==> config.mk <==
export PLATFORM = sky130hd
export DESIGN_NAME = qec_div_cell
export DESIGN_NICKNAME = d
export VERILOG_FILES = /design/src/hw/rtl/assert_macros.svh /design/src/hw/rtl/qec_pkg.sv /design/src/hw/rtl/qec_div_cell.sv
export SDC_FILE = /design/constraint.sdc
export NUM_CORES = 1
export LEC_CHECK = 0
export BUFFER_PORTS_ARGS = -buffer_cell sky130_fd_sc_hd__buf_2
export CORE_ASPECT_RATIO = 0.6
export CORE_UTILIZATION = 50
export CTS_CLUSTER_SIZE = 20
export DETAILED_ROUTE_END_ITERATION = 8
export GPL_TIMING_DRIVEN = 1
export PLACE_DENSITY = 0.85
export SETUP_SLACK_MARGIN = 0.5
export SYNTH_ARGS = -nofsm -noshare
export SYNTH_HDL_FRONTEND = slang
export SYNTH_SLANG_ARGS = --single-unit
export TNS_END_PERCENT = 1
==> constraint.sdc <==
create_clock -name clk -period 9 [get_ports clk]
set_clock_uncertainty 0.15 [all_clocks]
set_input_delay 2.25 -clock clk [delete_from_list [all_inputs] [get_ports clk]]
set_output_delay 2.25 -clock clk [all_outputs]
set_load 0.02 [all_outputs]
==> src/hw/rtl/assert_macros.svh <==
// ----------------------------------------------------------------------------
// assert_macros: shared concurrent assertion macros
// clocked on clk, disabled while rst_n is low
// ----------------------------------------------------------------------------
`ifndef ASSERT_MACROS_SVH
`define ASSERT_MACROS_SVH

// property holds at every clock edge out of reset
`define QEC_ASSERT(label, prop, msg) \
    label: assert property (@(posedge clk) disable iff (!rst_n) (prop)) \
        else $error(msg);

// condition implies a property at the next clock edge
`define QEC_ASSERT_NEXT(label, pre, post, msg) \
    label: assert property (@(posedge clk) disable iff (!rst_n) (pre) |=> (post)) \
        else $error(msg);

`endif

==> src/hw/rtl/qec_pkg.sv <==
`timescale 1ns / 1ps
// ----------------------------------------------------------------------------
// qec_pkg
// shared widths, pipeline record types and helper functions for the
// quaternion to euler and curvature pipeline
// ----------------------------------------------------------------------------
package qec_pkg;

    localparam int CORDIC_STAGES_DEF = 16;
    localparam int ANG_LEN           = 32;

    localparam int VW        = 37;   // cordic x/y width
    localparam int ZW        = 34;   // cordic angle width, 2^31 = pi
    localparam int SW        = 30;   // clamped pitch argument
    localparam int SQ_STEPS  = 29;
    localparam int NW        = 2 * SQ_STEPS;
    localparam int RW        = 32;
    localparam int RTW       = SQ_STEPS;
    localparam int DIV_STEPS = 28;
    localparam int DW        = DIV_STEPS;
    localparam int DSW       = 16;
    localparam int AW        = 16;   // output angle width
    localparam int CW        = 24;   // curvature width

    localparam logic signed [ZW-1:0] ZPI = 34'sd2147483648;

    typedef struct packed {
        logic signed [VW-1:0] x;
        logic signed [VW-1:0] y;
        logic signed [ZW-1:0] z;
        logic                 zf;
    } cvec_t;

    typedef struct packed {
        logic [NW-1:0]        n;
        logic [RW-1:0]        rem;
        logic [RTW-1:0]       root;
        logic signed [SW-1:0] s;
    } sqrt_t;

    typedef struct packed {
        logic [DW-1:0]  dvd;
        logic [DSW-1:0] rem;
        logic [DW-1:0]  quo;
        logic [DSW-1:0] dsr;
        logic           neg;
        logic           zf;
    } div_t;

    function automatic logic signed [ZW-1:0] atan_tab(input int i);
        logic signed [ZW-1:0] r;
        begin
            unique case (i)
                0:  r = 34'sd536870912;
                1:  r = 34'sd316933406;
                2:  r = 34'sd167458907;
                3:  r = 34'sd85004756;
                4:  r = 34'sd42667331;
                5:  r = 34'sd21354465;
                6:  r = 34'sd10680862;
                7:  r = 34'sd5340245;
                8:  r = 34'sd2670163;
                9:  r = 34'sd1335087;
                10: r = 34'sd667544;
                11: r = 34'sd333772;
                12: r = 34'sd166886;
                13: r = 34'sd83443;
                14: r = 34'sd41722;
                15: r = 34'sd20861;
                16: r = 34'sd10430;
                17: r = 34'sd5215;
                18: r = 34'sd2608;
                19: r = 34'sd1304;
                20: r = 34'sd652;
                21: r = 34'sd326;
                22: r = 34'sd163;
                23: r = 34'sd81;
                24: r = 34'sd41;
                25: r = 34'sd20;
                26: r = 34'sd10;
                27: r = 34'sd5;
                28: r = 34'sd3;
                29: r = 34'sd1;
                30: r = 34'sd1;
                default: r = '0;
            endcase
            return r;
        end
    endfunction

    // fold left half plane into right half plane, start angle +-pi
    function automatic cvec_t cordic_pre(input logic signed [VW-1:0] ny,
                                         input logic signed [VW-1:0] dx);
        cvec_t v;
        begin
            v.zf = (ny == '0) && (dx == '0);
            v.x  = dx;
            v.y  = ny;
            v.z  = '0;
            if (dx < 0)
            begin
                v.x = -dx;
                v.y = -ny;
                v.z = (ny >= 0) ? ZPI : -ZPI;
            end
            return v;
        end
    endfunction

    // round to 16-bit fraction of pi with saturation
    function automatic logic signed [AW-1:0] angle_out(input logic signed [ZW-1:0] a,
                                                       input logic zf);
        logic signed [ZW:0]    t;
        logic signed [ZW-16:0] r;
        logic signed [AW-1:0]  o;
        begin
            t = (ZW+1)'(a) + (ZW+1)'(32768);
            r = t[ZW:16];
            if (zf)
                o = '0;
            else if (r > (ZW-15)'(32767))
                o = 16'sd32767;
            else if (r < -(ZW-15)'(32768))
                o = -16'sd32768;
            else
                o = AW'(r);
            return o;
        end
    endfunction

endpackage

==> src/hw/rtl/qec_div_cell.sv <==
`timescale 1ns / 1ps
// ----------------------------------------------------------------------------
// qec_div_cell
// one quotient bit of a restoring unsigned divide, registered
// ----------------------------------------------------------------------------
module qec_div_cell (
    input  logic          clk,
    input  logic          en,
    input  qec_pkg::div_t vin,
    output qec_pkg::div_t vout
);
    import qec_pkg::*;

    div_t         dv_reg;
    div_t         dv_next;
    logic [DSW:0] r2;

    always_comb
    begin
        r2      = {vin.rem, vin.dvd[DW-1]};
        dv_next = vin;
        dv_next.dvd = {vin.dvd[DW-2:0], 1'b0};
        if (r2 >= {1'b0, vin.dsr})
        begin
            dv_next.rem = DSW'(r2 - {1'b0, vin.dsr});
            dv_next.quo = {vin.quo[DW-2:0], 1'b1};
        end
        else
        begin
            dv_next.rem = DSW'(r2);
            dv_next.quo = {vin.quo[DW-2:0], 1'b0};
        end
    end

    always_ff @(posedge clk)
    begin
        if (en)
            dv_reg <= dv_next;
    end

    assign vout = dv_reg;

endmodule

; ---- After elaboration in Yosys (flattened, before gate mapping)
; Cells that the tools add are included.
[op_classes]
mux = 1
magnitude_cmp = 1
n_addsub = 1
[ops]
columns = op, count
row1 = $mux W44, 1
row2 = $ge A17 B16 Y1, 1
row3 = $sub A16 B16 Y16, 1
[totals]
ff_bits = 89
inputBits = 92
elab_cells = 9

; ---- Logic depth before layout (Yosys ltp)
[logic_depth]
word_depth = 2
ltp_mapped = 10

; ---- Worst setup path before layout
; OpenSTA, ideal clock, no wires.
[synth_timing]
path_type = input to register
start = in vin[6] (netlist name)
end = reg dv_reg (netlist bit vout[54]) (data pin)
required_ns = 8.590
setup_time_ns = 0.260
arrival_time_ns = 4.154
slack_ns = 4.435
cell_stages = 9
path_cell_list = inv_1 ha_1 a211oi_1 o211ai_1 o21ai_2 o211ai_2 a31oi_4 buf_6 mux2_4
[synth_rtl]
columns = element, line
row1 = start: declaration, qec_div_cell.sv:9  ; input qec_pkg::div_t vin,
row2 = end signal: assignment, qec_div_cell.sv:38  ; dv_reg <= dv_next;
row3 = end: declaration, qec_div_cell.sv:14  ; div_t dv_reg;

==> key figures <==
Outcome
  • Outcome: complete, no violations

Route
  • Antenna-violating nets left: 0
  • Vias: 2700
  • Drc violations: 0
  • Drt pass-1 iters: 4
  • Initial DRC Count: 135
  • Final wirelength: roughly 8500 µm
  • Via/cell ratio: 5.00
  • WL/cell: 15.8 µm

Layout
  • # diodes: 0
  • Max reg flops: 89
  • Area occupied by multi-input gates: slightly above 0.001 mm²
  • Fillers: around 530
  • Flip-flop and latch area: 0.00267 mm²
  • Post-layout nets: 540
  • Area Overhead vs Synth: 33.8%
  • Layout cells sized above 1: 48.6%

Global route
  • Global-route wire length before repair: 12700 µm
  • Total track usage: a little over a fifth
  • Number of global-route vias before repair: between 2000 and 3000
  • Grt total ovfl: 0
  • Largest net degree at the start of global routing: 90
  • Initial antenna violation count: 0

STA
  • Setup-failing EPs final: 0
  • RSZ-0062 raised after global routing: no
  • Max Clock Freq: 0.209 GHz
  • Least-Margin Pin Slew: 1.10 ns
  • Hold Fails Final Rpt: 0
  • Slew margin rel.: 26.8%
  • Slew Limit Fails: 0
  • Ratio of final minimum period to clock period: 53.2%
  • Tmin final: 4.78 ns
  • Setup TNS: 0 ns

Power
  • Pwr dens: 213 mW/mm²
  • Part of the power in the clock network: 34.5%
  • Combinational Power Share: 18.6%
  • P_sw: 0.287 mW
  • Power, Total: 1.09 mW
  • Leak Pwr: 2.28 nW
  • Int Power: approximately 0.8 mW
  • Sequential share of power: 46.9%
  • Sw Ratio: between 20% and 30%
  • Worst vdd ir: 0.000146 V

Floorplanning
  • Initial Util: between 50% and 60%
  • Rows: 24
  • CORE AREA: approximately 0.0073 mm²
  • Die area: 0.00802 mm²
  • I/O pins: 182
  • Die H: 69.8 µm
  • X dimension of the die: about 110 µm

Clock tree
  • Post-CTS Hold Buffers: 0
  • Root Buffer: clkbuf_16
  • TritonCTS clock tree: built
  • Maximum clock insertion buffer count: 2
  • Post-cts resize count: 0
  • CTS clock-pin slew for the worst setup and hold paths: ~0.070 ns
  • CTS buffer count: 9
  • # Post-CTS Setup Buffers: 0
  • CTS sink count: 89
  • H-tree levels: 3

Setup path
  • Critical Path Fanout Max: 17
  • WS Path Type: input port to register
  • Crit path capture type: register
  • Crit path required time: 8.93 ns
  • CP arrival: 4.72 ns
  • Worst setup SP type: input port

Synthesis
  • Synth Instances: roughly 250
  • Synth cell types: 40
  • Mapped cell area: 0.00383 mm²
  • FF+latch count, synth: 89
  • YS warnings: 0
  • Avg Inst Size Synth: 15.6 µm²
  • Post-Synthesis Net Count: around 360
  • Share of flip-flops with an asynchronous set or reset: 0%
  • Post-synth EDFFs: 89
  • Sequential-to-total area share from yosys stat: 69.8%
  • Ys flop type: edfxtp_1

Worst hold path
  • WHS Endpoint: vout[73]
  • Hold Path Cell Cnt: 1
  • Hold path startpoint: vin[72]
  • Worst hold path class: input port to register

Place
  • Dpl hpwl: 6490 µm
  • GP Congestion: slightly below 0.8
  • Buffers on Ports: 179

Run
  • Max-cap violations: 0
layer usage:
| metal | up-vias | track usage (%) | wire length, µm |
|---|---|---|---|
| met2 | 112 | 35.7 | 4100 |
| met1 | 1276 | 25.4 | 3510 |
| met5 | - | 0 | 0 |
| met3 | 10 | 9.62 | 851 |
| met4 | 0 | 6.20 | 64 |
| li1 | 1302 | - | - |
cells by family after synthesis:
group	share of synthesized area, %
compound gates	9.87
fa+ha+maj	5.75
flops	69.8
simple gates	4.31
buf+inv	3.17
other cells	0.0979
mux	4.93
xor+xnor	2.06
cell usage after synthesis (5+ instances only):
cell type	number	area [µm²]
o21ai_0	12	60.1
a21oi_1	14	70.1
nor2_1	12	45.0
mux2_4	6	90.1
a211oi_1	5	37.5
nand2_1	8	30.0
edfxtp_1	89	2670
inv_1	22	82.6
mux2_2	7	78.8
xnor2_1	6	52.6
a21o_1	7	52.6
ha_1	16	200
through the flow:
step | hold WS [ns] | cells | cell area [µm²] | worst slack (ns) | utilization [%]
2_1_floorplan | 2.20 | 246 | 3830 | 4.44 | -
3_3_place_gp | 2.28 | 524 | 4820 | 3.90 | 65.8
3_5_place_dp | 2.28 | 524 | 4820 | 3.87 | 65.8
4_1_cts | 1.92 | 540 | 5120 | 4.20 | 69.9
5_1_grt | 1.92 | 540 | 5120 | 4.06 | 69.9
6_report | 1.94 | 540 | 5120 | 4.22 | 69.9
how the worst max path moves through the flow:
stage / to / slack (ns) / depth (start not counted) / start
2_1_floorplan: vout[54] / 4.44 / 9 / vin[6]
3_3_place_gp: vout[49] / 3.90 / 9 / vin[6]
3_5_place_dp: vout[52] / 3.87 / 9 / vin[6]
4_1_cts: vout[49] / 4.20 / 9 / vin[6]
5_1_grt: vout[49] / 4.06 / 9 / vin[6]
6_report: vout[50] / 4.22 / 9 / vin[6]
area by class of cell:
class	count	share of cell area [%]
Clock buffer	10	4.47
Inverter	22	1.61
Tap cell	104	2.54
Timing Repair Buffer	179	17.5
Sequential cell	89	52.2
Clock inverter	6	1.47
Multi-Input combinational cell	130	20.2
power groups by stage:
| stage | Clock, mW | Sequential [mW] | Combinational [mW] |
|---|---|---|---|
| 4_1_cts | 0.385 | 0.511 | 0.204 |
| 2_1_floorplan | 0 | 0.572 | 0.0749 |
| 5_1_grt | 0.397 | 0.514 | 0.219 |
| 3_5_place_dp | 0 | 0.520 | 0.203 |
| 3_3_place_gp | 0 | 0.518 | 0.198 |
| 6_report | 0.376 | 0.511 | 0.203 |
worst max-delay path, cell delays in order:
cell      delay, ns
buf_2          0.09
inv_1          0.04
ha_1           0.37
a211oi_1       0.35
o211ai_1       0.18
o21ai_2        0.23
o211ai_2       0.15
a31oi_4        0.65
mux2_2         0.41
placed cells by master (no fill, tap or decap), drive strengths merged, types with 8 or more instances in the layout:
cell type / Yosys / final
edfxtp: 89 / 89
mux2: 13 / 13
a21oi: 14 / 14
buf: 4 / 179
nand2: 8 / 8
clkbuf: 1 / 10
ha: 16 / 16
o21ai: 13 / 13
nor2: 12 / 12
inv: 22 / 25
Power figures use the tool's default switching activity.
