File: src/hw/rtl/assert_macros.svh
// ----------------------------------------------------------------------------
// assert_macros: shared concurrent assertion macros
// clocked on clk, disabled while rst_n is low
// ----------------------------------------------------------------------------
`ifndef ASSERT_MACROS_SVH
`define ASSERT_MACROS_SVH

// property holds at every clock edge out of reset
`define QEC_ASSERT(label, prop, msg) \
    label: assert property (@(posedge clk) disable iff (!rst_n) (prop)) \
        else $error(msg);

// condition implies a property at the next clock edge
`define QEC_ASSERT_NEXT(label, pre, post, msg) \
    label: assert property (@(posedge clk) disable iff (!rst_n) (pre) |=> (post)) \
        else $error(msg);

`endif

File: src/hw/rtl/qec_pkg.sv
`timescale 1ns / 1ps
// ----------------------------------------------------------------------------
// qec_pkg
// shared widths, pipeline record types and helper functions for the
// quaternion to euler and curvature pipeline
// ----------------------------------------------------------------------------
package qec_pkg;

    localparam int CORDIC_STAGES_DEF = 16;
    localparam int ANG_LEN           = 32;

    localparam int VW        = 37;   // cordic x/y width
    localparam int ZW        = 34;   // cordic angle width, 2^31 = pi
    localparam int SW        = 30;   // clamped pitch argument
    localparam int SQ_STEPS  = 29;
    localparam int NW        = 2 * SQ_STEPS;
    localparam int RW        = 32;
    localparam int RTW       = SQ_STEPS;
    localparam int DIV_STEPS = 28;
    localparam int DW        = DIV_STEPS;
    localparam int DSW       = 16;
    localparam int AW        = 16;   // output angle width
    localparam int CW        = 24;   // curvature width

    localparam logic signed [ZW-1:0] ZPI = 34'sd2147483648;

    typedef struct packed {
        logic signed [VW-1:0] x;
        logic signed [VW-1:0] y;
        logic signed [ZW-1:0] z;
        logic                 zf;
    } cvec_t;

    typedef struct packed {
        logic [NW-1:0]        n;
        logic [RW-1:0]        rem;
        logic [RTW-1:0]       root;
        logic signed [SW-1:0] s;
    } sqrt_t;

    typedef struct packed {
        logic [DW-1:0]  dvd;
        logic [DSW-1:0] rem;
        logic [DW-1:0]  quo;
        logic [DSW-1:0] dsr;
        logic           neg;
        logic           zf;
    } div_t;

    function automatic logic signed [ZW-1:0] atan_tab(input int i);
        logic signed [ZW-1:0] r;
        begin
            unique case (i)
                0:  r = 34'sd536870912;
                1:  r = 34'sd316933406;
                2:  r = 34'sd167458907;
                3:  r = 34'sd85004756;
                4:  r = 34'sd42667331;
                5:  r = 34'sd21354465;
                6:  r = 34'sd10680862;
                7:  r = 34'sd5340245;
                8:  r = 34'sd2670163;
                9:  r = 34'sd1335087;
                10: r = 34'sd667544;
                11: r = 34'sd333772;
                12: r = 34'sd166886;
                13: r = 34'sd83443;
                14: r = 34'sd41722;
                15: r = 34'sd20861;
                16: r = 34'sd10430;
                17: r = 34'sd5215;
                18: r = 34'sd2608;
                19: r = 34'sd1304;
                20: r = 34'sd652;
                21: r = 34'sd326;
                22: r = 34'sd163;
                23: r = 34'sd81;
                24: r = 34'sd41;
                25: r = 34'sd20;
                26: r = 34'sd10;
                27: r = 34'sd5;
                28: r = 34'sd3;
                29: r = 34'sd1;
                30: r = 34'sd1;
                default: r = '0;
            endcase
            return r;
        end
    endfunction

    // fold left half plane into right half plane, start angle +-pi
    function automatic cvec_t cordic_pre(input logic signed [VW-1:0] ny,
                                         input logic signed [VW-1:0] dx);
        cvec_t v;
        begin
            v.zf = (ny == '0) && (dx == '0);
            v.x  = dx;
            v.y  = ny;
            v.z  = '0;
            if (dx < 0)
            begin
                v.x = -dx;
                v.y = -ny;
                v.z = (ny >= 0) ? ZPI : -ZPI;
            end
            return v;
        end
    endfunction

    // round to 16-bit fraction of pi with saturation
    function automatic logic signed [AW-1:0] angle_out(input logic signed [ZW-1:0] a,
                                                       input logic zf);
        logic signed [ZW:0]    t;
        logic signed [ZW-16:0] r;
        logic signed [AW-1:0]  o;
        begin
            t = (ZW+1)'(a) + (ZW+1)'(32768);
            r = t[ZW:16];
            if (zf)
                o = '0;
            else if (r > (ZW-15)'(32767))
                o = 16'sd32767;
            else if (r < -(ZW-15)'(32768))
                o = -16'sd32768;
            else
                o = AW'(r);
            return o;
        end
    endfunction

endpackage

File: src/hw/rtl/qec_sqrt_cell.sv
`timescale 1ns / 1ps
// ----------------------------------------------------------------------------
// qec_sqrt_cell
// one digit step of a restoring integer square root, registered
// ----------------------------------------------------------------------------
module qec_sqrt_cell (
    input  logic           clk,
    input  logic           en,
    input  qec_pkg::sqrt_t vin,
    output qec_pkg::sqrt_t vout
);
    import qec_pkg::*;

    sqrt_t         sq_reg;
    sqrt_t         sq_next;
    logic [RW+1:0] rsh;
    logic [RW+1:0] trial;

    always_comb
    begin
        rsh     = {vin.rem, vin.n[NW-1:NW-2]};
        trial   = (RW+2)'({vin.root, 2'b01});
        sq_next = vin;
        sq_next.n = {vin.n[NW-3:0], 2'b00};
        if (rsh >= trial)
        begin
            sq_next.rem  = RW'(rsh - trial);
            sq_next.root = {vin.root[RTW-2:0], 1'b1};
        end
        else
        begin
            sq_next.rem  = RW'(rsh);
            sq_next.root = {vin.root[RTW-2:0], 1'b0};
        end
    end

    always_ff @(posedge clk)
    begin
        if (en)
            sq_reg <= sq_next;
    end

    assign vout = sq_reg;

endmodule

File: config.mk
export PLATFORM = sky130hd
export DESIGN_NAME = qec_sqrt_cell
export DESIGN_NICKNAME = d
export VERILOG_FILES = /design/src/hw/rtl/assert_macros.svh /design/src/hw/rtl/qec_pkg.sv /design/src/hw/rtl/qec_sqrt_cell.sv
export SDC_FILE = /design/constraint.sdc
export NUM_CORES = 1
export LEC_CHECK = 0
export BUFFER_PORTS_ARGS = -buffer_cell sky130_fd_sc_hd__buf_2
export CAP_MARGIN = 20
export CORE_MARGIN = 5
export CORE_UTILIZATION = 49
export CTS_BUF_LIST = sky130_fd_sc_hd__clkbuf_4
export DETAILED_ROUTE_END_ITERATION = 16
export PLACE_DENSITY_LB_ADDON = 0.12
export SKIP_CTS_REPAIR_TIMING = 1
export SLEW_MARGIN = 20
export SYNTH_ARGS = -nofsm -noshare
export SYNTH_HDL_FRONTEND = slang
export SYNTH_SLANG_ARGS = --single-unit
File: constraint.sdc
create_clock -name clk -period 3.2 [get_ports clk]
set_input_delay 0.32 -clock clk [delete_from_list [all_inputs] [get_ports clk]]
set_output_delay 0.32 -clock clk [all_outputs]
set_load 0.02 [all_outputs]
======== After elaboration in Yosys (flattened, before gate mapping) ========
Cells that the tools add are included.
storage, ports and cells
  register bits ........................... 147
  input bits .............................. 151
  output and inout bits ................... 149
  word-level logic and storage cells ...... 7
operators by class
  add/sub/neg operators ................... 1
  magnitude comparators ................... 1
  multiplexer cells ....................... 1
operator list
  kind                                              number
  61-bit two-way mux                                1
  34-bit by 31-bit >= comparator with 1-bit output  1
  32-bit by 31-bit subtractor with 32-bit output    1

======== Longest topological paths before layout ========
  depth in word-level cells ............... 2
  gate-level depth with buffers ........... 12
  gate-level depth less buffers ........... 10

======== Least setup slack after synthesis ========
OpenSTA, ideal clock, no wires.
  path kind ............................... input port to flip-flop
  from .................................... in vin[49] (netlist bit)
  to ...................................... reg sq_reg (netlist bit vout[64]) (data pin)
  data arrival time ....................... 2.409 ns
  setup slack ............................. 0.531 ns
  stages .................................. 12
  buffers on the path ..................... 2
  path through ............................ inv_1 ha_1 buf_6 a21oi_4 o21ai_2 a221o_1 a21oi_1 o211ai_1 a31oi_4 a31oi_4 buf_6 mux2_4
RTL lines
  item                  line                 source
  from (decl)           qec_sqrt_cell.sv:9   input qec_pkg::sqrt_t vin,
  to (signal assigned)  qec_sqrt_cell.sv:40  sq_reg <= sq_next;
  to (decl)             qec_sqrt_cell.sv:14  sqrt_t sq_reg;

==> results_tabular.tex <==
\begin{tabular}{lr}
\hline
Metric & Value \\
\hline
\multicolumn{2}{l}{\textbf{Power and ir drop}} \\
Leak Pwr & 0.00449 µW \\
Switching part of the total & 0.305 \\
Part of the total power dissipated in sequential elements & 0.490 \\
Combinational Power Share & 0.260 \\
Net switching power of the design & 1490 µW \\
Internal Power & 3400 µW \\
PD cells & 493 nW/µm² \\
IR Drop Worst-Case VDD & 0.000232 V \\
Fraction of power consumed by the clock network & 0.250 \\
\multicolumn{2}{l}{\textbf{Global routing}} \\
Global-route usage over all layers & 0.213 \\
Initial antenna violation count & 0 \\
Number of global-route vias before repair & 4928 \\
Wire length of the first global-routing pass & 26400 µm \\
Pin count of the biggest net entering global routing & 64 \\
Sum of overflow across all layers after global routing & 0 \\
\multicolumn{2}{l}{\textbf{Worst setup path}} \\
Critical Path Most Common Cell & sky130\_fd\_sc\_hd\_\_a31oi\_4 \\
Worst setup startpoint & vin[30] \\
Worst setup path class & input pin to flip-flop \\
CP Launch Type & input pin \\
Ordered cell list for the critical path & dlygate4sd3\_1, buf\_2, inv\_1, ha\_1, nor2b\_1, o21bai\_1, nand3\_1, a31oi\_1, o211ai\_2, a31oi\_4, a31oi\_4, buf\_12, mux2\_2 \\
Delay of the slowest cell on the worst path & 530 ps \\
Critical path data required time & 3520 ps \\
Data arrival time at the worst-slack endpoint & 3400 ps \\
Setup crit end kind & flip-flop \\
Master of the slowest instance on the critical path & sky130\_fd\_sc\_hd\_\_dlygate4sd3\_1 \\
Crit path max fanout & 21 \\
\multicolumn{2}{l}{\textbf{Detailed routing}} \\
Remaining number of nets flagged by the antenna check after routing & 0 \\
Length of the first detailed-routing pass in iterations & 5 \\
Number of DRC markers after the initial detailed-route iteration & 338 \\
Routed Wire Length & 20700 µm \\
Post-DR wirelength/cell & 19.2 µm \\
Vias/cell & 5.12 \\
Overall via count from detail\_route & 5511 \\
DR DRC count & 0 \\
\multicolumn{2}{l}{\textbf{Timing}} \\
\# setup viols final & 0 \\
Max-Slew Margin vs Limit & 0.522 \\
Max Clock Freq & 0.325 GHz \\
Final number of hold-violating endpoints & 0 \\
Worst-margin pin slew & 710 ps \\
Worst Hold Margin & 79.5 ps \\
Total count of max-transition violations in the final report & 0 \\
Final worst path period need & 3080 ps \\
Final period util & 0.963 \\
Setup tns final & 0 ps \\
\multicolumn{2}{l}{\textbf{Floorplanning}} \\
Number of core rows & 42 \\
Horiz. Die Dim & 127 µm \\
Starting Density & 0.502 \\
Die area & 16100 µm² \\
Boundary Pins & 300 \\
Die Ht & 127 µm \\
Floorplan Core Area & 13300 µm² \\
\multicolumn{2}{l}{\textbf{Yosys}} \\
Count of flip-flops with a built-in enable after synthesis & 147 \\
Library cell occupying the most area in the post-synthesis netlist & sky130\_fd\_sc\_hd\_\_edfxtp\_1 \\
Share of the yosys chip area belonging to registers & 0.659 \\
Cell count after synthesis & 450 \\
Mean area per synthesized cell & 14.9 µm² \\
Yosys warning count & 0 \\
Register bit total from synthesis & 147 \\
Predominant post-synthesis flop cell & sky130\_fd\_sc\_hd\_\_edfxtp\_1 \\
Portion of synthesized cell area occupied by the leading cell type & 0.659 \\
Number of unique standard cell types used by synthesis & 56 \\
Synthesized area & 6700 µm² \\
Largest cells by area after synthesis & sky130\_fd\_sc\_hd\_\_edfxtp\_1, sky130\_fd\_sc\_hd\_\_ha\_1, sky130\_fd\_sc\_hd\_\_mux2\_4, sky130\_fd\_sc\_hd\_\_xnor2\_1, sky130\_fd\_sc\_hd\_\_a21oi\_1 \\
Top-count cell post-synth & sky130\_fd\_sc\_hd\_\_edfxtp\_1 \\
Share of flip-flops with an asynchronous set or reset & 0 \\
Most used standard cells in the synthesized netlist & sky130\_fd\_sc\_hd\_\_edfxtp\_1, sky130\_fd\_sc\_hd\_\_inv\_1, sky130\_fd\_sc\_hd\_\_ha\_1 \\
\multicolumn{2}{l}{\textbf{Clock tree}} \\
Clock sinks & 147 \\
CTS HTree Levels & 4 \\
Max Root-Sink Buffers & 2 \\
Clock Tree Root & sky130\_fd\_sc\_hd\_\_clkbuf\_4 \\
Total CTS buffers & 17 \\
Clock tree from TritonCTS & yes \\
Worst-path clk slew & 140 ps \\
\multicolumn{2}{l}{\textbf{Status}} \\
Outcome & complete, no violations \\
\multicolumn{2}{l}{\textbf{Place}} \\
Last weighted congestion value of the routability-driven placer & 0.881 \\
Post-DP HPWL & 14300 µm \\
Port bufs & 297 \\
Total instance count after detailed placement & 929 \\
\multicolumn{2}{l}{\textbf{Final layout}} \\
Relative area change from synthesis to final layout & 48.2\% \\
Count of placed standard cells in the final layout, fillers left out & 1076 \\
Max reg flops & 147 \\
Number of fillers in the final layout & 905 \\
Final \#Nets & 1068 \\
Fraction of final layout cells with drive strength greater than 1 & 0.424 \\
\multicolumn{2}{l}{\textbf{Worst hold path}} \\
Hold path startpoint & vin[87] \\
Kind of path behind the tightest hold check & input pin to flip-flop \\
\multicolumn{2}{l}{\textbf{Run}} \\
Max-capacitance violation count & 0 \\
\hline
\end{tabular}
==> cells in the final DEF (no fill, tap or decap), drive strengths merged, types with 3 or more instances in the layout <==
| master | n |
|---|---|
| buf | 314 |
| edfxtp | 147 |
| dlygate4sd3 | 114 |
| inv | 40 |
| ha | 31 |
| a21oi | 28 |
| mux2 | 28 |
| nand2 | 21 |
| xnor2 | 19 |
| clkbuf | 17 |
| o21ai | 17 |
| nor2 | 15 |
| a21o | 12 |
| nand4 | 9 |
| xor2 | 9 |
| nand3 | 8 |
| a31oi | 8 |
| nor3 | 6 |
| clkinv | 5 |
| and3 | 4 |
| nor2b | 4 |
| o21a | 4 |
| and2 | 3 |
==> through the flow <==
stage          total power (µW)  utilization  instance area (µm²)  worst slack (ps)
2_1_floorplan              3140            -                 6700               531
3_3_place_gp               3560        0.635                 8480               130
3_5_place_dp               3580        0.635                 8480             -34.2
4_1_cts                    4790        0.658                 8780               594
5_1_grt                    5100        0.743                 9920             -21.6
6_report                   4890        0.743                 9920               120
==> critical path: cells and delay by family <==
kind / cells / cell delay [ps]
buffers and inverters: 4 / 960
adders and majority gates: 1 / 340
muxes: 1 / 360
and+or+nand+nor: 2 / 330
AOI/OAI and AO/OA: 5 / 1080
==> per-layer routing <==
metal  GRT usage  vias up  share of wire
met5           0        -              0
met4      0.0637        0          0.022
met3      0.0626       41          0.071
met2       0.393      274           0.54
met1       0.238     2613           0.37
li1            -     2583              -
==> cell families after synthesis <==
kind of cell,share of synthesized area
buffers and inverters,0.0310
other,0.000560
multiplexers,0.0641
AND/OR/NAND/NOR,0.0611
AO/OA/AOI/OAI,0.0895
flip-flops,0.659
adder cells (fa/ha/maj),0.0579
XOR/XNOR,0.0366
==> power by group through the flow <==
| stage | Combinational, µW | Sequential (µW) | Clock [µW] |
|---|---|---|---|
| floorplan | 450 | 2690 | 0 |
| global placement | 1130 | 2430 | 0 |
| detailed placement | 1150 | 2430 | 0 |
| CTS | 1150 | 2390 | 1250 |
| global route | 1350 | 2410 | 1330 |
| finish | 1270 | 2390 | 1220 |
==> worst paths after layout <==
check | endpoint | slack (ps) | cells after the start
max | vout[62]$_DFFE_PP_ | 120 | 13
min | vout[89]$_DFFE_PP_ | 80 | 2
==> cell type report <==
type | instances | area [µm²] | area share
antenna | 1 | 2.50 | 0.000252
clock buffer | 17 | 128 | 0.0129
clock inverter | 15 | 169 | 0.0170
inverter | 33 | 124 | 0.0125
multi-input combinational | 259 | 2080 | 0.209
sequential | 147 | 4410 | 0.445
tap | 176 | 220 | 0.0222
timing repair buffer | 428 | 2790 | 0.281
Power figures use the tool's default switching activity.
