**src/hw/rtl/assert_macros.svh**
```systemverilog
// ----------------------------------------------------------------------------
// assert_macros: shared concurrent assertion macros
// clocked on clk, disabled while rst_n is low
// ----------------------------------------------------------------------------
`ifndef ASSERT_MACROS_SVH
`define ASSERT_MACROS_SVH

// property holds at every clock edge out of reset
`define QEC_ASSERT(label, prop, msg) \
    label: assert property (@(posedge clk) disable iff (!rst_n) (prop)) \
        else $error(msg);

// condition implies a property at the next clock edge
`define QEC_ASSERT_NEXT(label, pre, post, msg) \
    label: assert property (@(posedge clk) disable iff (!rst_n) (pre) |=> (post)) \
        else $error(msg);

`endif

```
**src/hw/rtl/qec_pkg.sv**
```systemverilog
`timescale 1ns / 1ps
// ----------------------------------------------------------------------------
// qec_pkg
// shared widths, pipeline record types and helper functions for the
// quaternion to euler and curvature pipeline
// ----------------------------------------------------------------------------
package qec_pkg;

    localparam int CORDIC_STAGES_DEF = 16;
    localparam int ANG_LEN           = 32;

    localparam int VW        = 37;   // cordic x/y width
    localparam int ZW        = 34;   // cordic angle width, 2^31 = pi
    localparam int SW        = 30;   // clamped pitch argument
    localparam int SQ_STEPS  = 29;
    localparam int NW        = 2 * SQ_STEPS;
    localparam int RW        = 32;
    localparam int RTW       = SQ_STEPS;
    localparam int DIV_STEPS = 28;
    localparam int DW        = DIV_STEPS;
    localparam int DSW       = 16;
    localparam int AW        = 16;   // output angle width
    localparam int CW        = 24;   // curvature width

    localparam logic signed [ZW-1:0] ZPI = 34'sd2147483648;

    typedef struct packed {
        logic signed [VW-1:0] x;
        logic signed [VW-1:0] y;
        logic signed [ZW-1:0] z;
        logic                 zf;
    } cvec_t;

    typedef struct packed {
        logic [NW-1:0]        n;
        logic [RW-1:0]        rem;
        logic [RTW-1:0]       root;
        logic signed [SW-1:0] s;
    } sqrt_t;

    typedef struct packed {
        logic [DW-1:0]  dvd;
        logic [DSW-1:0] rem;
        logic [DW-1:0]  quo;
        logic [DSW-1:0] dsr;
        logic           neg;
        logic           zf;
    } div_t;

    function automatic logic signed [ZW-1:0] atan_tab(input int i);
        logic signed [ZW-1:0] r;
        begin
            unique case (i)
                0:  r = 34'sd536870912;
                1:  r = 34'sd316933406;
                2:  r = 34'sd167458907;
                3:  r = 34'sd85004756;
                4:  r = 34'sd42667331;
                5:  r = 34'sd21354465;
                6:  r = 34'sd10680862;
                7:  r = 34'sd5340245;
                8:  r = 34'sd2670163;
                9:  r = 34'sd1335087;
                10: r = 34'sd667544;
                11: r = 34'sd333772;
                12: r = 34'sd166886;
                13: r = 34'sd83443;
                14: r = 34'sd41722;
                15: r = 34'sd20861;
                16: r = 34'sd10430;
                17: r = 34'sd5215;
                18: r = 34'sd2608;
                19: r = 34'sd1304;
                20: r = 34'sd652;
                21: r = 34'sd326;
                22: r = 34'sd163;
                23: r = 34'sd81;
                24: r = 34'sd41;
                25: r = 34'sd20;
                26: r = 34'sd10;
                27: r = 34'sd5;
                28: r = 34'sd3;
                29: r = 34'sd1;
                30: r = 34'sd1;
                default: r = '0;
            endcase
            return r;
        end
    endfunction

    // fold left half plane into right half plane, start angle +-pi
    function automatic cvec_t cordic_pre(input logic signed [VW-1:0] ny,
                                         input logic signed [VW-1:0] dx);
        cvec_t v;
        begin
            v.zf = (ny == '0) && (dx == '0);
            v.x  = dx;
            v.y  = ny;
            v.z  = '0;
            if (dx < 0)
            begin
                v.x = -dx;
                v.y = -ny;
                v.z = (ny >= 0) ? ZPI : -ZPI;
            end
            return v;
        end
    endfunction

    // round to 16-bit fraction of pi with saturation
    function automatic logic signed [AW-1:0] angle_out(input logic signed [ZW-1:0] a,
                                                       input logic zf);
        logic signed [ZW:0]    t;
        logic signed [ZW-16:0] r;
        logic signed [AW-1:0]  o;
        begin
            t = (ZW+1)'(a) + (ZW+1)'(32768);
            r = t[ZW:16];
            if (zf)
                o = '0;
            else if (r > (ZW-15)'(32767))
                o = 16'sd32767;
            else if (r < -(ZW-15)'(32768))
                o = -16'sd32768;
            else
                o = AW'(r);
            return o;
        end
    endfunction

endpackage

```
**src/hw/rtl/qec_delay.sv**
```systemverilog
`timescale 1ns / 1ps
// ----------------------------------------------------------------------------
// qec_delay
// enabled shift line that aligns one lane with the longest lane
// ----------------------------------------------------------------------------
module qec_delay #(
    parameter int WIDTH = 16,
    parameter int DEPTH = 1
) (
    input  logic             clk,
    input  logic             en,
    input  logic [WIDTH-1:0] din,
    output logic [WIDTH-1:0] dout
);
    import qec_pkg::*;

    logic [WIDTH-1:0] pipe_reg [DEPTH];

    always_ff @(posedge clk)
    begin
        if (en)
        begin
            pipe_reg[0] <= din;
            for (int k = 1; k < DEPTH; k++)
                pipe_reg[k] <= pipe_reg[k-1];
        end
    end

    assign dout = pipe_reg[DEPTH-1];

endmodule
```
**config.mk**
```make
export PLATFORM = sky130hd
export DESIGN_NAME = qec_delay
export DESIGN_NICKNAME = d
export VERILOG_FILES = /design/src/hw/rtl/assert_macros.svh /design/src/hw/rtl/qec_pkg.sv /design/src/hw/rtl/qec_delay.sv
export SDC_FILE = /design/constraint.sdc
export NUM_CORES = 1
export LEC_CHECK = 0
export ABC_AREA = 1
export BUFFER_PORTS_ARGS = -buffer_cell sky130_fd_sc_hd__clkbuf_2
export CORE_MARGIN = 4
export CORE_UTILIZATION = 35
export CTS_BUF_LIST = sky130_fd_sc_hd__clkbuf_4 sky130_fd_sc_hd__clkbuf_8 sky130_fd_sc_hd__clkbuf_16
export CTS_CLUSTER_SIZE = 14
export DETAILED_ROUTE_END_ITERATION = 7
export PLACE_DENSITY_LB_ADDON = 0.2
export SYNTH_ARGS = -nofsm -noshare
export SYNTH_HDL_FRONTEND = slang
export SYNTH_SLANG_ARGS = --single-unit
export TNS_END_PERCENT = 50
```
**constraint.sdc**
```tcl
create_clock -name clk -period 0.8 [get_ports clk]
set_input_delay 0.04 -clock clk [delete_from_list [all_inputs] [get_ports clk]]
set_output_delay 0.04 -clock clk [all_outputs]
set_load 0.02 [all_outputs]
```
# [Word level (Yosys, flattened, before mapping)]
# Memories as Yosys holds them, arrays and structs flattened.
# Cells that the tools add are included.
[word_totals] reg_bits=0 ramBits=16 out_inout_bits=16 word_cells=3 memories=1
[memory_table] name="pipe_reg" depth=1 width=16 read_ports=1 rd_clocked_by_memory_dff=0 write_ports=1 line="qec_delay.sv:17" text="logic [WIDTH-1:0] pipe_reg [DEPTH];"
[op_classes] muxes=2
[op_table] operator="$mux W1" count=2

# [Depth between registers and ports, before layout]
# Gate-level depths: netlist of the first run.
[logic_depth] depth_word=2 mapped_depth=0 mapped_depth_nobuf=0

# [Worst setup path after synthesis of the first run]
# No wires, ideal clock.
[synth_path] kind="register to output" from="mem pipe_reg[0][0]" to="out dout[0]" arrival_time_ps=449 required_ps=760 path_slack_ps=311 stages_incl_launch_ff=1 n_path_buf=0 cell_sequence="edfxtp_1"
[synth_via] elab_chain_cells=1
[synth_rtl] element="start, declared" line="qec_delay.sv:17"
[synth_rtl] element="$mem_v2 Z1 W16"
[synth_rtl] element="end, declared" line="qec_delay.sv:13" text="output logic [WIDTH-1:0] dout"
# No other way between the ends.

# [Worst setup path after layout of the first run]
[layout_path] from="mem pipe_reg[0][9]" to="out dout[9]"
# The elaborated chain is that of the path after synthesis.

==> metrics.md, run 1 <==
| Metric | Value |
|---|---|
| Yosys cell types | 1 |
| Top cells by area, synth | edfxtp_1 100% |
| Syn avg cell area | approximately 30 um2 |
| Cell area after synthesis | slightly below 500 um2 |
| Area of the multi-input gates | 0 um2 |
| Layout Area Growth over Synthesis | 86.7% |
| Overall Global Routing Usage | 0.107 |
| Yosys top cell by area | edfxtp_1 |
| Largest net degree at the start of global routing | 10 |
| Setup-failing EPs final | 16 |
| Max Cap Viol | 0 |
| WL final | 948 um |
| H-tree depth | 1 |
| Crit. End Element | output port |
| Placed cells | 66 |
| Ant diodes | 0 |
| Die boundary height | 45.1 um |
| Initial antenna violation count | 0 |
| Drt wl/cell | between 10 and 15 um |
| Fin crit period | about 0.86 ns |
| #FFs+latches synth | 16 |
| CTS tree | built |
| Routability cong. | a little under 0.6 |
| Clk slew on worst S/H paths | roughly 0.09 ns |
| Global-route wire length before repair | 1.46 mm |
| Die width | about 45 um |
| DRT Pass-1 Iters | 3 |
| Critical Path, Cell by Cell | buf_2 |
| WP data required | 0.76 ns |
| Final hold violation count | 0 |
| RSZ-0062 raised after global routing | yes |
| Fmax | approximately 1200 MHz |
| CTS sink count | 16 |
| Root Buffer | clkbuf_4 |
| Buffers on Ports | 33 |
| CTS buffer count | 3 |
| Failing checks | negative setup slack |
| Via/cell ratio | just over 4 |
| Seq/Total Area, Yosys | 1.00 |
| Async set-reset flop share out of synthesis | 0 |
| Synthesized Nets | 34 |
| CP max stage delay | about 0.37 ns |
| Vias in the first global route | about 340 |
| YS warnings | 0 |
| Critical Path Source Type | flip-flop |
| Most common cell in the synthesized netlist | edfxtp_1 |
| Row count | 13 |
| Worst Max-Slew Pin Slew | between 0.1 and 0.15 ns |
| Commonest cells post-synth | 16 x edfxtp_1 |
| Core Area | 1300 um2 |
| Multi-input gate count | 0 |
| Slowest-stage cell, CP | edfxtp_1 |
| Fin. max-slew vios | 0 |
| Worst path bufs/invs | 1 |
| Max-slew headroom | 0.929 |
| Final core utilization | 0.689 |
| Synth top area share | 1.00 |
| Vias | between 300 and 400 |
| Outcome | finished, violations left |
| Setup bufs post-CTS | 0 |
| Finished Layout Cells | 86 |
| 1st-iter DRT viols | 1 |
| HP Class | in -> reg |
| Power Dens Cells | about 1900 nW/um2 |
| Final setup margin | -0.0594 ns |
| Leak | just under 0.4 nW |
| Gr ovfl total | 0 |
| Max IR drop VDD | ~0.0012 V |
| Die area | 2030 um2 |
| Final nets | 90 |
| Deepest clock path buffer count | 2 |
| Gate Count Post-Synth | 16 |
| Fin crit share | 1.07 |
| # fillers | roughly 100 |
| Number of flip-flops in the largest register | 16 |
| Initial Util | 0.369 |
| Post-route ant nets | 0 |
| Crit Path Max Fanout | 1 |
| Critical Path AT | between 0.8 and 0.9 ns |
| Share of cells above drive strength 1 | 0.535 |
| # DRC | 0 |
| Worst path top cell family by delay | flip-flops |
| Post-synth EDFFs | 16 |
| Main synth FF type | edfxtp_1 |
| I/O pin count | 34 |
| Setup CP Type | reg -> out |
| WHS | about 0.14 ns |
[layout make-up]
cell class	instances	area [um2]	area share
tap	15	18.8	0.0209
sequential	16	480	0.536
timing repair buffer	51	372	0.414
clock buffer	3	22.5	0.0251
clock inverter	1	3.75	0.00418
[metal layers]
metal / part of all wire / vias to the layer above / track usage
met3: 0.11 / 2 / 0.0398
met2: 0.57 / 22 / 0.198
li1: - / 174 / -
met5: 0 / - / 0
met4: 0.020 / 0 / 0.0702
met1: 0.30 / 149 / 0.0942
[through the flow]
| step | cell area [um2] | total power, mW | TNS [ns] | setup slack [ns] |
|---|---|---|---|---|
| after floorplan | 480 | 1.12 | 0 | 0.311 |
| final | 897 | 1.71 | -0.661 | -0.0594 |
| after detailed placement | 679 | 1.24 | 0 | 0.205 |
| after CTS | 866 | 1.70 | -0.833 | -0.0696 |
| after global routing | 897 | 1.81 | -1.38 | -0.109 |
| after global placement | 679 | 1.23 | 0 | 0.220 |
[power by group]
group,internal (mW),leakage [nW],switching [mW],total (mW)
registers,0.995,0.157,0.0162,1.01
logic,0.150,0.221,0.140,0.290
clock network,0.181,0.0154,0.230,0.411
[layout by cell type (no fill, tap or decap)]
| cell type | n |
|---|---|
| buf_4 | 2 |
| dlygate4sd3_1 | 16 |
| buf_6 | 5 |
| edfxtp_1 | 16 |
| buf_2 | 11 |
| clkbuf_2 | 17 |
| clkinv_1 | 1 |
| clkbuf_4 | 3 |
[repair_timing]
item,4_1_cts,5_1_grt
hold buffers,16,0
endpoints found under the setup margin,16,16
endpoints found under the hold margin,16,0
gates resized for setup,0,26
[cell families after synthesis]
kind of cell	after synthesis	share of synthesized area
DFF	16	1.00
[worst paths after layout]
kind	startpoint	end	depth (start not counted)
setup / recovery	pipe_reg[0][9]$_DFFE_PP_	dout[9]	1
hold / removal	en	pipe_reg[0][9]$_DFFE_PP_	2
No activity file was read; power rests on OpenSTA's default activity.
==> run 2, diff against run 1 <==
--- a/config.mk
+++ b/config.mk
@@ -8,7 +8,7 @@
 export ABC_AREA = 1
 export BUFFER_PORTS_ARGS = -buffer_cell sky130_fd_sc_hd__clkbuf_2
 export CORE_MARGIN = 4
-export CORE_UTILIZATION = 35
+export CORE_UTILIZATION = 37
 export CTS_BUF_LIST = sky130_fd_sc_hd__clkbuf_4 sky130_fd_sc_hd__clkbuf_8 sky130_fd_sc_hd__clkbuf_16
 export CTS_CLUSTER_SIZE = 14
 export DETAILED_ROUTE_END_ITERATION = 7
==> run 2 against run 1 <==
Effect of this change: the flow still finishes with violations (negative setup slack); clock power up 2%; final cell count down 1.2%; global-route usage up 4.1 points; combinational power up 7.6%; wire length up 42%; die area down 4.5%; core utilization up 9.2 points; sequential share of layout area down 1.0 points; maximum frequency down 3.5%; via count up 8.6%; power up 2.2%; setup slack worse by 0.031 ns.
==> metrics.md, run 2 (synthesized netlist as in run 1, its figures left out) <==
| Metric | Value |
|---|---|
| Root Buffer | clkbuf_4 |
| Final setup margin | -0.0904 ns |
| Pint | 1.34 mW |
| Critical Path AT | about 0.85 ns |
| CTS buffer count | 3 |
| Drt wl/cell | 15.8 um |
| Sw Share | 0.236 |
| Worst path bufs/invs | 1 |
| Min-delay src | en |
| Power Dens Cells | approximately 1900 nW/um2 |
| Via/cell ratio | around 4.4 |
| Most frequent cells in the layout | 17 x clkbuf_2, 16 x dlygate4sd3_1, 16 x edfxtp_1 |
| Overall Global Routing Usage | 0.148 |
| Met1 Use GR | 0.130 |
| Post-route ant nets | 0 |
| Global-route wire length before repair | between 1.5 and 2 mm |
| Die boundary height | about 44 um |
| Final nets | 90 |
| Max Cap Viol | 0 |
| Core Area | roughly 1200 um2 |
| DRT Pass-1 Iters | 4 |
| CP startpoint | pipe_reg[0][2]$_DFFE_PP_ |
| CTS tree | built |
| HP Class | in -> reg |
| Crit. End Element | output port |
| Vias in the first global route | 395 |
| Clk slew on worst S/H paths | 0.09 ns |
| WP data required | approximately 0.76 ns |
| Setup-failing EPs final | 16 |
| 1st-iter DRT viols | 17 |
| Grt peak-use layer | met2 |
| H-tree depth | 1 |
| Combinational power share | 0.179 |
| Setup CP Type | reg -> out |
| Layout Area Growth over Synthesis | 90.4% |
| Final hold violation count | 0 |
| I/O pin count | 34 |
| # DRC | 0 |
| Fmax | around 1100 MHz |
| Deepest clock path buffer count | 2 |
| Worst path top cell family by delay | flip-flops |
| CTS sink count | 16 |
| Register share of total power | 0.581 |
| Multi-input gate count | 0 |
| Outcome | finished, violations left |
| Critical Path, Cell by Cell | buf_6 |
| Worst Max-Slew Pin Slew | approximately 0.15 ns |
| Max IR drop VDD | roughly 0.0016 V |
| Area of the multi-input gates | 0 um2 |
| Gr ovfl total | 0 |
| Placed Area | 691 um2 |
| Fin crit share | 1.11 |
| Fin crit period | slightly below 0.9 ns |
| Fin. max-slew vios | 0 |
| M3 GR Usage | 0.0569 |
| Most common cell after layout, fill and taps aside | clkbuf_2 |
| Crit Path Max Fanout | 1 |
| Die area | 1940 um2 |
| Proportion of power drawn by the clock network | 0.240 |
| Register area | between 400 and 500 um2 |
| WL final | 1.35 mm |
| Initial antenna violation count | 0 |
| Critical Path Source Type | flip-flop |
| Buffers on Ports | 33 |
| Initial Util | 0.410 |
| Final Cell Area | around 910 um2 |
| Number of flip-flops in the largest register | 16 |
| Die width | around 44 um |
| RSZ-0062 raised after global routing | yes |
| Largest net degree at the start of global routing | 11 |
| Leak | 0.399 nW |
| Failing checks | negative setup slack |
| Switching power | ~410 uW |
| Routability cong. | approximately 0.68 |
| Met2 Resource Use GR | 0.294 |
| Ant diodes | 0 |
| # fillers | 70 |
| Max-slew headroom | 0.902 |
| Share of cells above drive strength 1 | 0.535 |
| CP max stage delay | between 0.4 and 0.5 ns |
| Slowest-stage cell, CP | edfxtp_1 |
| Row count | 12 |
| Tot Pwr | around 1.7 mW |
| Setup bufs post-CTS | 0 |
| Vias | 377 |
[run 2: worst paths after layout]
path                              endpoint  slack [ns]  cells after the start
setup / recovery                   dout[2]       -0.09                      1
hold / removal    pipe_reg[0][4]$_DFFE_PP_        0.06                      1
[run 2: power by group through the flow]
stage	clock network [mW]	logic [mW]	registers (mW)
floorplan	0	0	1.12
global placement	0	0.212	1.03
detailed placement	0	0.217	1.03
CTS	0.431	0.280	1.01
global route	0.487	0.330	1.02
finish	0.420	0.312	1.02
[run 2: cell type report]
| cell class | count | share of cell area |
|---|---|---|
| clock inverters | 1 | 0.00410 |
| well taps | 14 | 0.0192 |
| flip-flops and latches | 16 | 0.525 |
| clock buffers | 3 | 0.0246 |
| repair buffers | 51 | 0.427 |
[run 2: what timing repair did]
| item | CTS | global route |
|---|---|---|
| endpoints found under the setup margin | 16 | 16 |
| resized for setup | 0 | 28 |
| hold buffers | 16 | 0 |
| hold endpoints to repair | 16 | 0 |
| pin swaps | 0 | 0 |
[run 2: layer usage]
metal,share of wire,up-vias
met5,0,-
met4,0,0
met3,0.10,0
met2,0.60,22
met1,0.29,182
li1,-,173
[run 2: per-stage QoR]
stage | TNS (ns) | hold WS, ns | std cells | utilization | worst slack, ns
after floorplan | 0 | 0.139 | 16 | - | 0.311
after global placement | 0 | 0.217 | 65 | 0.590 | 0.168
after detailed placement | 0 | 0.219 | 65 | 0.590 | 0.150
after CTS | -1.06 | 0.0516 | 85 | 0.749 | -0.0925
after global routing | -1.54 | 0.0544 | 85 | 0.781 | -0.134
final | -0.898 | 0.0648 | 85 | 0.781 | -0.0904
